`src/ss1kd_pkg.sv`:
```
// Shared types, codes and lookup functions for the set-1 scan code decoder.
package ss1kd_pkg;

    localparam int ByteW   = 8;
    localparam int KindW   = 2;
    localparam int ModW    = 8;
    localparam int LockW   = 3;
    localparam int ActW    = 4;
    localparam int PfxW    = 2;
    localparam int OutW    = 32;

    // Prefix tracker codes
    localparam logic [PfxW-1:0] PFX_IDLE = 2'd0;
    localparam logic [PfxW-1:0] PFX_E0   = 2'd1;
    localparam logic [PfxW-1:0] PFX_E1A  = 2'd2;
    localparam logic [PfxW-1:0] PFX_E1B  = 2'd3;

    // Event kinds
    localparam logic [KindW-1:0] KIND_KEY     = 2'd0;
    localparam logic [KindW-1:0] KIND_REBOOT  = 2'd1;
    localparam logic [KindW-1:0] KIND_CONSOLE = 2'd2;

    localparam logic [ByteW-1:0] BYTE_E0      = 8'hE0;
    localparam logic [ByteW-1:0] BYTE_E1      = 8'hE1;
    localparam logic [6:0]       CODE_CTRL    = 7'h1D;
    localparam logic [6:0]       CODE_NUMLK   = 7'h45;
    localparam logic [6:0]       CODE_HOLE    = 7'h55;
    localparam logic [6:0]       CODE_MAX     = 7'h58;

    localparam logic [ByteW-1:0] ID_NONE      = 8'h00;
    localparam logic [ByteW-1:0] ID_PAUSE     = 8'hC5;
    localparam logic [ByteW-1:0] ID_DELETE    = 8'hD3;
    localparam logic [ByteW-1:0] ID_PADDELETE = 8'h53;
    localparam logic [ByteW-1:0] ID_NUMLOCK   = 8'h45;
    localparam logic [ByteW-1:0] ID_CAPSLOCK  = 8'h3A;
    localparam logic [ByteW-1:0] ID_SCROLL    = 8'h46;

    localparam logic [LockW-1:0] LOCK_SCROLL  = 3'h1;
    localparam logic [LockW-1:0] LOCK_NUM     = 3'h2;
    localparam logic [LockW-1:0] LOCK_CAPS    = 3'h4;
    localparam logic [LockW-1:0] LOCK_RESET   = LOCK_NUM;

    localparam logic [ModW-1:0]  MOD_CTRL_ANY = 8'h11;
    localparam logic [ModW-1:0]  MOD_ALT_ANY  = 8'h44;

    localparam logic [ActW-1:0]  ACT_NONE     = 4'd0;
    localparam logic [ActW-1:0]  ACT_DELETE   = 4'd1;
    localparam logic [ActW-1:0]  ACT_PADDEL   = 4'd2;

    typedef struct packed {
        logic [PfxW-1:0]  prefix;
        logic [ModW-1:0]  mods;
        logic [LockW-1:0] locks;
    } dec_state_t;

    typedef struct packed {
        logic             valid;
        logic [KindW-1:0] event_kind;
        logic [ByteW-1:0] key_id;
        logic             released;
        logic [ModW-1:0]  modifiers;
        logic [LockW-1:0] lock_leds;
        logic             leds_changed;
        logic [ActW-1:0]  action_value;
    } dec_result_t;

    // Key id for the byte after E0, or ID_NONE when unlisted
    function automatic logic [ByteW-1:0] ext_id(input logic [6:0] c);
        logic [ByteW-1:0] id;
        unique case (c)
            7'h1C, 7'h1D, 7'h35, 7'h38, 7'h47, 7'h48, 7'h49, 7'h4B, 7'h4D,
            7'h4F, 7'h50, 7'h51, 7'h52, 7'h53, 7'h5B, 7'h5C: id = {1'b1, c};
            7'h37:   id = 8'h54;
            7'h46:   id = ID_PAUSE;
            default: id = ID_NONE;
        endcase
        return id;
    endfunction

    function automatic logic [ModW-1:0] mod_bit(input logic [ByteW-1:0] id);
        logic [ModW-1:0] m;
        unique case (id)
            8'h1D:   m = 8'h01;
            8'h2A:   m = 8'h02;
            8'h38:   m = 8'h04;
            8'hDB:   m = 8'h08;
            8'h9D:   m = 8'h10;
            8'h36:   m = 8'h20;
            8'hB8:   m = 8'h40;
            8'hDC:   m = 8'h80;
            default: m = 8'h00;
        endcase
        return m;
    endfunction

    // Function key number 1..12, 0 for other keys
    function automatic logic [ActW-1:0] fkey_num(input logic [ByteW-1:0] id);
        logic [ActW-1:0] f;
        unique case (id)
            8'h3B: f = 4'd1;
            8'h3C: f = 4'd2;
            8'h3D: f = 4'd3;
            8'h3E: f = 4'd4;
            8'h3F: f = 4'd5;
            8'h40: f = 4'd6;
            8'h41: f = 4'd7;
            8'h42: f = 4'd8;
            8'h43: f = 4'd9;
            8'h44: f = 4'd10;
            8'h57: f = 4'd11;
            8'h58: f = 4'd12;
            default: f = ACT_NONE;
        endcase
        return f;
    endfunction

endpackage

```
`src/scan_set1_key_decoder.sv`:
```
// Top level: input register, decoder state, and result register on stream ports.
// A byte is held in the input register until the result register is free, then decoded into it.
// Throughput: one byte per cycle unless m_tready stalls; the state update in ss1kd_decode is combinational.
// Bytes that cause no result (prefixes, unknown codes, chord releases) are dropped.
// Reset (aresetn low, synchronous): prefix idle, modifiers clear, Num Lock LED on,
// both pipeline stages empty.
module scan_set1_key_decoder
    import ss1kd_pkg::*;
(
    input  logic            aclk,
    input  logic            aresetn,
    input  logic            s_tvalid,
    output logic            s_tready,
    input  logic [7:0]      s_tdata,   // [7:0] scan_byte
    output logic            m_tvalid,
    input  logic            m_tready,
    output logic [OutW-1:0] m_tdata    // [1:0] event_kind, [9:2] key_id, [10] released,
                                       // [18:11] modifiers, [21:19] lock_leds,
                                       // [22] leds_changed, [26:23] action_value, [31:27] 0
);

    logic             in_valid_reg, in_valid_next;
    logic [ByteW-1:0] in_byte_reg;
    logic             out_valid_reg, out_valid_next;
    dec_result_t      out_reg;
    dec_state_t       state_reg;
    dec_state_t       state_next;
    dec_result_t      res;
    logic             advance;

    ss1kd_decode u_decode (
        .scan_byte (in_byte_reg),
        .cur       (state_reg),
        .nxt       (state_next),
        .res       (res)
    );

    // Move a byte through decode when the result slot is free or draining
    assign advance  = in_valid_reg && (!out_valid_reg || m_tready);
    assign s_tready = !in_valid_reg || advance;

    always_comb begin
        if (s_tvalid && s_tready) begin
            in_valid_next = 1'b1;
        end else if (advance) begin
            in_valid_next = 1'b0;
        end else begin
            in_valid_next = in_valid_reg;
        end
        if (advance) begin
            out_valid_next = res.valid;
        end else if (m_tready) begin
            out_valid_next = 1'b0;
        end else begin
            out_valid_next = out_valid_reg;
        end
    end

    always_ff @(posedge aclk) begin
        if (!aresetn) begin
            in_valid_reg    <= 1'b0;
            out_valid_reg   <= 1'b0;
            state_reg.prefix <= PFX_IDLE;
            state_reg.mods   <= '0;
            state_reg.locks  <= LOCK_RESET;
        end else begin
            in_valid_reg  <= in_valid_next;
            out_valid_reg <= out_valid_next;
            if (advance) begin
                state_reg <= state_next;
            end
        end
    end

    always_ff @(posedge aclk) begin
        if (s_tvalid && s_tready) begin
            in_byte_reg <= s_tdata;
        end
        if (advance && res.valid) begin
            out_reg <= res;
        end
    end

    assign m_tvalid = out_valid_reg;
    assign m_tdata  = {5'b0, out_reg.action_value, out_reg.leds_changed, out_reg.lock_leds,
                       out_reg.modifiers, out_reg.released, out_reg.key_id,
                       out_reg.event_kind};

    a_reset_locks: assert property (@(posedge aclk)
        !aresetn |=> (state_reg.locks == LOCK_RESET && state_reg.prefix == PFX_IDLE))
        else $error("lock or prefix state wrong after reset");

    a_state_hold: assert property (@(posedge aclk) disable iff (!aresetn)
        !advance |=> $stable(state_reg))
        else $error("decoder state changed without a byte");

    a_e1b_entry: assert property (@(posedge aclk) disable iff (!aresetn)
        (advance && state_next.prefix == PFX_E1B) |-> state_reg.prefix == PFX_E1A)
        else $error("second Pause stage entered without E1");

    a_led_event: assert property (@(posedge aclk) disable iff (!aresetn)
        (out_valid_reg && out_reg.leds_changed) |->
        (out_reg.event_kind == KIND_KEY && !out_reg.released))
        else $error("LED change flagged on a non-press event");

    a_action_kind: assert property (@(posedge aclk) disable iff (!aresetn)
        (out_valid_reg && out_reg.event_kind == KIND_KEY) |-> out_reg.action_value == ACT_NONE)
        else $error("action value on plain key event");

endmodule

```
`src/ss1kd_decode.sv`:
```
// Combinational byte decoder: prefix tracking, key mapping, flag update and event build.
module ss1kd_decode
    import ss1kd_pkg::*;
(
    input  logic [ByteW-1:0] scan_byte,
    input  dec_state_t       cur,
    output dec_state_t       nxt,
    output dec_result_t      res
);

    always_comb begin
        logic             rel;
        logic [6:0]       c;
        logic [ByteW-1:0] id;
        logic [ModW-1:0]  m;
        logic [LockW-1:0] lock;
        logic             changed;
        logic [ActW-1:0]  f;
        logic             chord;

        rel     = scan_byte[7];
        c       = scan_byte[6:0];
        id      = ID_NONE;
        nxt     = cur;
        changed = 1'b0;
        lock    = '0;

        unique case (cur.prefix)
            PFX_IDLE: begin
                if (scan_byte == BYTE_E0) begin
                    nxt.prefix = PFX_E0;
                end else if (scan_byte == BYTE_E1) begin
                    nxt.prefix = PFX_E1A;
                end else if (c != 7'h00 && c <= CODE_MAX && c != CODE_HOLE) begin
                    id = {1'b0, c};
                end
            end
            PFX_E0: begin
                id         = ext_id(c);
                nxt.prefix = PFX_IDLE;
            end
            PFX_E1A: begin
                nxt.prefix = (c == CODE_CTRL || c == CODE_NUMLK) ? PFX_E1B : PFX_IDLE;
            end
            default: begin
                if (c == CODE_CTRL || c == CODE_NUMLK) begin
                    id = ID_PAUSE;
                end
                nxt.prefix = PFX_IDLE;
            end
        endcase

        // Apply modifier and lock keys only when a key id was recognized
        m = mod_bit(id);
        if (id != ID_NONE) begin
            nxt.mods = rel ? (cur.mods & ~m) : (cur.mods | m);
            if (id == ID_NUMLOCK) begin
                lock = LOCK_NUM;
            end else if (id == ID_CAPSLOCK) begin
                lock = LOCK_CAPS;
            end else if (id == ID_SCROLL) begin
                lock = LOCK_SCROLL;
            end
            if (lock != '0 && !rel) begin
                nxt.locks = cur.locks ^ lock;
                changed   = 1'b1;
            end
        end

        chord = (nxt.mods & MOD_CTRL_ANY) != '0 && (nxt.mods & MOD_ALT_ANY) != '0;
        f     = fkey_num(id);

        res.valid        = (id != ID_NONE);
        res.event_kind   = KIND_KEY;
        res.key_id       = id;
        res.released     = rel;
        res.modifiers    = nxt.mods;
        res.lock_leds    = nxt.locks;
        res.leds_changed = changed;
        res.action_value = ACT_NONE;

        if (chord && (id == ID_DELETE || id == ID_PADDELETE || f != ACT_NONE)) begin
            // Hold the release of a chord key back entirely
            res.valid        = (id != ID_NONE) && !rel;
            res.released     = 1'b0;
            res.leds_changed = 1'b0;
            if (id == ID_DELETE) begin
                res.event_kind   = KIND_REBOOT;
                res.action_value = ACT_DELETE;
            end else if (id == ID_PADDELETE) begin
                res.event_kind   = KIND_REBOOT;
                res.action_value = ACT_PADDEL;
            end else begin
                res.event_kind   = KIND_CONSOLE;
                res.action_value = f;
            end
        end
    end

endmodule

```
`config.mk`:
```
export PLATFORM = sky130hd
export DESIGN_NAME = scan_set1_key_decoder
export DESIGN_NICKNAME = d
export VERILOG_FILES = /design/src/ss1kd_pkg.sv /design/src/scan_set1_key_decoder.sv /design/src/ss1kd_decode.sv
export SDC_FILE = /design/constraint.sdc
export NUM_CORES = 1
export LEC_CHECK = 0
export ABC_AREA = 1
export CORE_MARGIN = 2
export CORE_UTILIZATION = 53
export DETAILED_ROUTE_END_ITERATION = 12
export DONT_BUFFER_PORTS = 1
export GPL_TIMING_DRIVEN = 0
export PLACE_DENSITY = 0.8
export SYNTH_ARGS = -nofsm -noshare
export SYNTH_HDL_FRONTEND = slang
export SYNTH_SLANG_ARGS = --single-unit
```
`constraint.sdc`:
```
create_clock -name aclk -period 3.95 [get_ports aclk]
set_input_delay 0.5925 -clock aclk [delete_from_list [all_inputs] [get_ports aclk]]
set_output_delay 0.5925 -clock aclk [all_outputs]
set_load 0.01 [all_outputs]
```
==> metrics.md <==
| Metric | Value |
|---|---|
| Status | `finished clean` |
| Mapped cell area | `0.002905 mm^2` |
| Count of routing violations after the opening detailed-route iteration | `193` |
| Fraction of layout cells with a size suffix above 1 | `0.1553` |
| Wire per inst | `13.12 um` |
| Clock latency on the worst-skew pair | `310 ps` |
| Initial antenna violation count | `0` |
| Count of endpoints failing hold in the final timing report | `0` |
| Die Wd | `78.04 um` |
| Post-route DRC | `0` |
| Number of enable flip-flop cells after synthesis | `35` |
| Type of the worst min-delay path | `in2reg` |
| Power density cells | `349.5 mW/mm^2` |
| Worst R2R Start | `in_byte_reg[2]` |
| Data arrival time of the worst path | `3470 ps` |
| Number of slew-limit violations in the final report | `0` |
| Top delay family on crit path | `simple AND/OR/NAND/NOR gates` |
| Seq pwr share | `0.572` |
| Core Region | `0.005205 mm^2` |
| Post-synth ARST share | `0` |
| Clk pin slew, worst setup/hold paths | `100 ps` |
| Main flop type after synthesis | `edfxtp_1` |
| Final worst clock skew | `8.471 ps` |
| Slew at the pin closest to its max-slew limit | `589.0 ps` |
| Per-instance average area after synthesis | `7.895 um^2` |
| Layout Area Growth over Synthesis | `7.020%` |
| Slew margin rel. | `0.6065` |
| TritonCTS Sinks | `50` |
| Leakage | `1.419 nW` |
| Pin count of the biggest net entering global routing | `28` |
| Delay of the slowest cell on the worst path | `510 ps` |
| CTS root buffer | `clkbuf_8` |
| Number of buffers created by CTS | `5` |
| Critical path, cell by cell | `buf_6 > inv_1 > nor2_2 > nand2_2 > nor2_1 > o21ai_4 > o21ai_2 > inv_2 > nand2_2 > inv_2 > nand3_4 > nor2_1 > nand3_1 > nand2_2 > nor2_2 > nor2_2 > nand3_1 > nand2_1 > clkinvlp_4` |
| Highest clock rate | `278.6 MHz` |
| Highest fanout seen on the critical path | `27` |
| Switching share of total power | `0.2880` |
| CTS Buffer Depth | `2` |
| Combinational Power Share | `0.139` |
| Number of inserted diodes | `0` |
| Sum of internal, switching and leakage power | `0.001087 W` |
| Switching component of the power | `0.0003130 W` |
| Number of buffer and inverter stages on the critical path | `5` |
| Final weighted congestion in routability-driven placement | `0.9691` |
| Number of filler instances in the final layout | `472` |
| Final wirelength | `5906 um` |
| Number of H-tree branching levels | `2` |
| Wire length of the first global-routing pass | `9818 um` |
| MaxCap Viol Count | `0` |
| Reg-to-reg endpoint | `m_tdata[4]` |
| Height of the die | `78.04 um` |
| Global-route usage over all layers | `0.2049` |
| DP Wirelength | `4603 um` |
| Portion of total power attributed to the clock network | `0.289` |
| Register-to-register setup slack | `360 ps` |
| Number of flip-flops under the largest register name | `27` |
| Cell Int Power | `0.0007737 W` |
| Timing startpoint of the critical path | `in_byte_reg[2]` |
| Yosys warning total | `0` |
| Startpoint type of the worst setup path | `flop` |
| Overall via count from detail_route | `2442` |
| Final count of negative-setup-slack endpoints | `0` |
| Overflow left after global routing | `0` |
| WS Path Type | `reg2reg` |
| TritonCTS clock tree | `done` |
| FP Rows | `26` |
| Starting density of the core | `0.5582` |
| Number of global-route vias before repair | `2141` |
| Part of the cycle the worst path needs | `0.9087` |
| Unrepaired setup endpoints after global routing | `no` |
| Timing endpoint of the critical path | `m_tdata[4]` |
| Most frequent cells in the layout | `78 x nand2_1, 53 x nor2_1, 47 x inv_1` |
| # nets final | `391` |
| Number of detailed-routing iterations run before antenna repair | `4` |
| Yosys cell types | `34` |
| Proportion of synthesized chip area in sequential cells | `0.4651` |
| Crit-path slowest cell | `clkinvlp_4` |
| Setup tns final | `0 ps` |
| Minimum period implied by the final worst setup slack | `3589 ps` |
| Element type at the critical path end | `flop` |
| Count of state elements after synthesis | `50` |
| Worst VDD drop | `211.2 uV` |
| Die outline area | `0.006090 mm^2` |
| IO Count | `46` |
| Post-CTS setup buffer count | `0` |
| Buffers on Ports | `0` |
| Endpoint required time on the critical path | `3830 ps` |
| R2r worst-path depth | `19` |
| Number of vias per cell | `5.427` |
| Count of mapped cells out of synthesis | `368` |
| Most common library cell in the layout ignoring fill and taps | `nand2_1` |
| Total stage count of the critical path | `19` |
| Antenna-violating nets left | `0` |
==> final cells by class <==
cell class              count  area (um^2)  share of cell area
well taps                  70        87.58             0.02817
multi-input cells         256         1284              0.4129
clock buffers               5        68.82             0.02213
plain buffers              11        78.83             0.02535
flip-flops and latches     50         1351              0.4346
inverters                  55        210.2             0.06761
clock inverters             3        28.78            0.009256
==> cells by family (layout without fill, tap and decap cells) <==
| logic type | count (synthesis) | in the layout | share of synthesized area |
|---|---|---|---|
| simple gates | 207 | 207 | 0.3415 |
| compound gates | 43 | 43 | 0.09088 |
| flops | 50 | 50 | 0.4651 |
| xor+xnor | 1 | 1 | 0.003015 |
| other cells | 1 | 5 | 0.001291 |
| buf+inv | 66 | 74 | 0.09819 |
==> per-layer routing <==
layer,global-route usage,part of all wire
met1,0.2645,0.46
met2,0.3328,0.45
met5,0,0
met4,0.07368,0.028
met3,0.05517,0.065
==> worst reg2reg max path, cell delays in order (launching register included) <==
cell,delay [ps]
edfxtp_1,390
buf_6,150
inv_1,110
nor2_2,70
nand2_2,100
nor2_1,90
o21ai_4,240
o21ai_2,110
inv_2,110
nand2_2,100
inv_2,100
nand3_4,110
nor2_1,230
nand3_1,120
nand2_2,120
nor2_2,50
nor2_2,160
nand3_1,100
nand2_1,160
clkinvlp_4,510
==> power by group through the flow <==
stage	Combinational [W]	Clock, W	Sequential [W]
after floorplan	0.000121	0	0.000628
after global placement	0.000145	0	0.000632
after detailed placement	0.000148	0	0.000634
after CTS	0.000149	0.000320	0.000622
after global routing	0.000170	0.000343	0.000625
final	0.000151	0.000314	0.000621
==> repair_timing <==
| item | in CTS | in global routing |
|---|---|---|
| hold endpoints to repair | 0 | 0 |
| endpoints found under the setup margin | 0 | 27 |
| gates resized for setup | 0 | 1 |
| hold buffers | 0 | 0 |
==> worst min path at each step <==
stage	startpoint	slack (ps)	cells after the start	to
after floorplan	state_reg[1]	460	2	state_reg[1]
after global placement	state_reg[1]	480	2	state_reg[1]
after detailed placement	state_reg[1]	480	2	state_reg[1]
after CTS	s_tdata[4]	370	0	in_byte_reg[4]
after global routing	s_tdata[6]	360	0	in_byte_reg[6]
final	s_tdata[6]	370	0	in_byte_reg[6]
==> cell usage after synthesis (2+ instances only) <==
| library cell | count | area share |
|---|---|---|
| a21oi_1 | 10 | 0.017 |
| a221oi_1 | 2 | 0.0060 |
| a31oi_1 | 2 | 0.0043 |
| buf_4 | 6 | 0.016 |
| buf_6 | 2 | 0.0078 |
| clkbuf_1 | 3 | 0.0039 |
| dfxtp_1 | 15 | 0.10 |
| edfxtp_1 | 35 | 0.36 |
| inv_1 | 48 | 0.062 |
| inv_2 | 7 | 0.0090 |
| nand2_1 | 78 | 0.10 |
| nand2_2 | 13 | 0.028 |
| nand3_1 | 29 | 0.050 |
| nand3_2 | 2 | 0.0069 |
| nand4_1 | 9 | 0.019 |
| nor2_1 | 53 | 0.068 |
| nor2_2 | 8 | 0.017 |
| nor2_4 | 5 | 0.019 |
| nor3_1 | 4 | 0.0069 |
| o211ai_1 | 2 | 0.0052 |
| o21ai_0 | 22 | 0.038 |
==> through the flow <==
stage / cells / worst slack (ps) / hold WS [ps] / util / area [um^2]
after detailed placement: 442 / 309.7 / 483.5 / 0.5779 / 3008
after global placement: 442 / 383.9 / 477.8 / 0.5779 / 3008
after floorplan: 372 / 926.3 / 462.2 / - / 2920
final: 450 / 360.7 / 371.4 / 0.5974 / 3109
after CTS: 450 / 275.4 / 370.2 / 0.5966 / 3105
after global routing: 450 / 82.31 / 361.5 / 0.5974 / 3109
(Power assumes the default switching activity.)
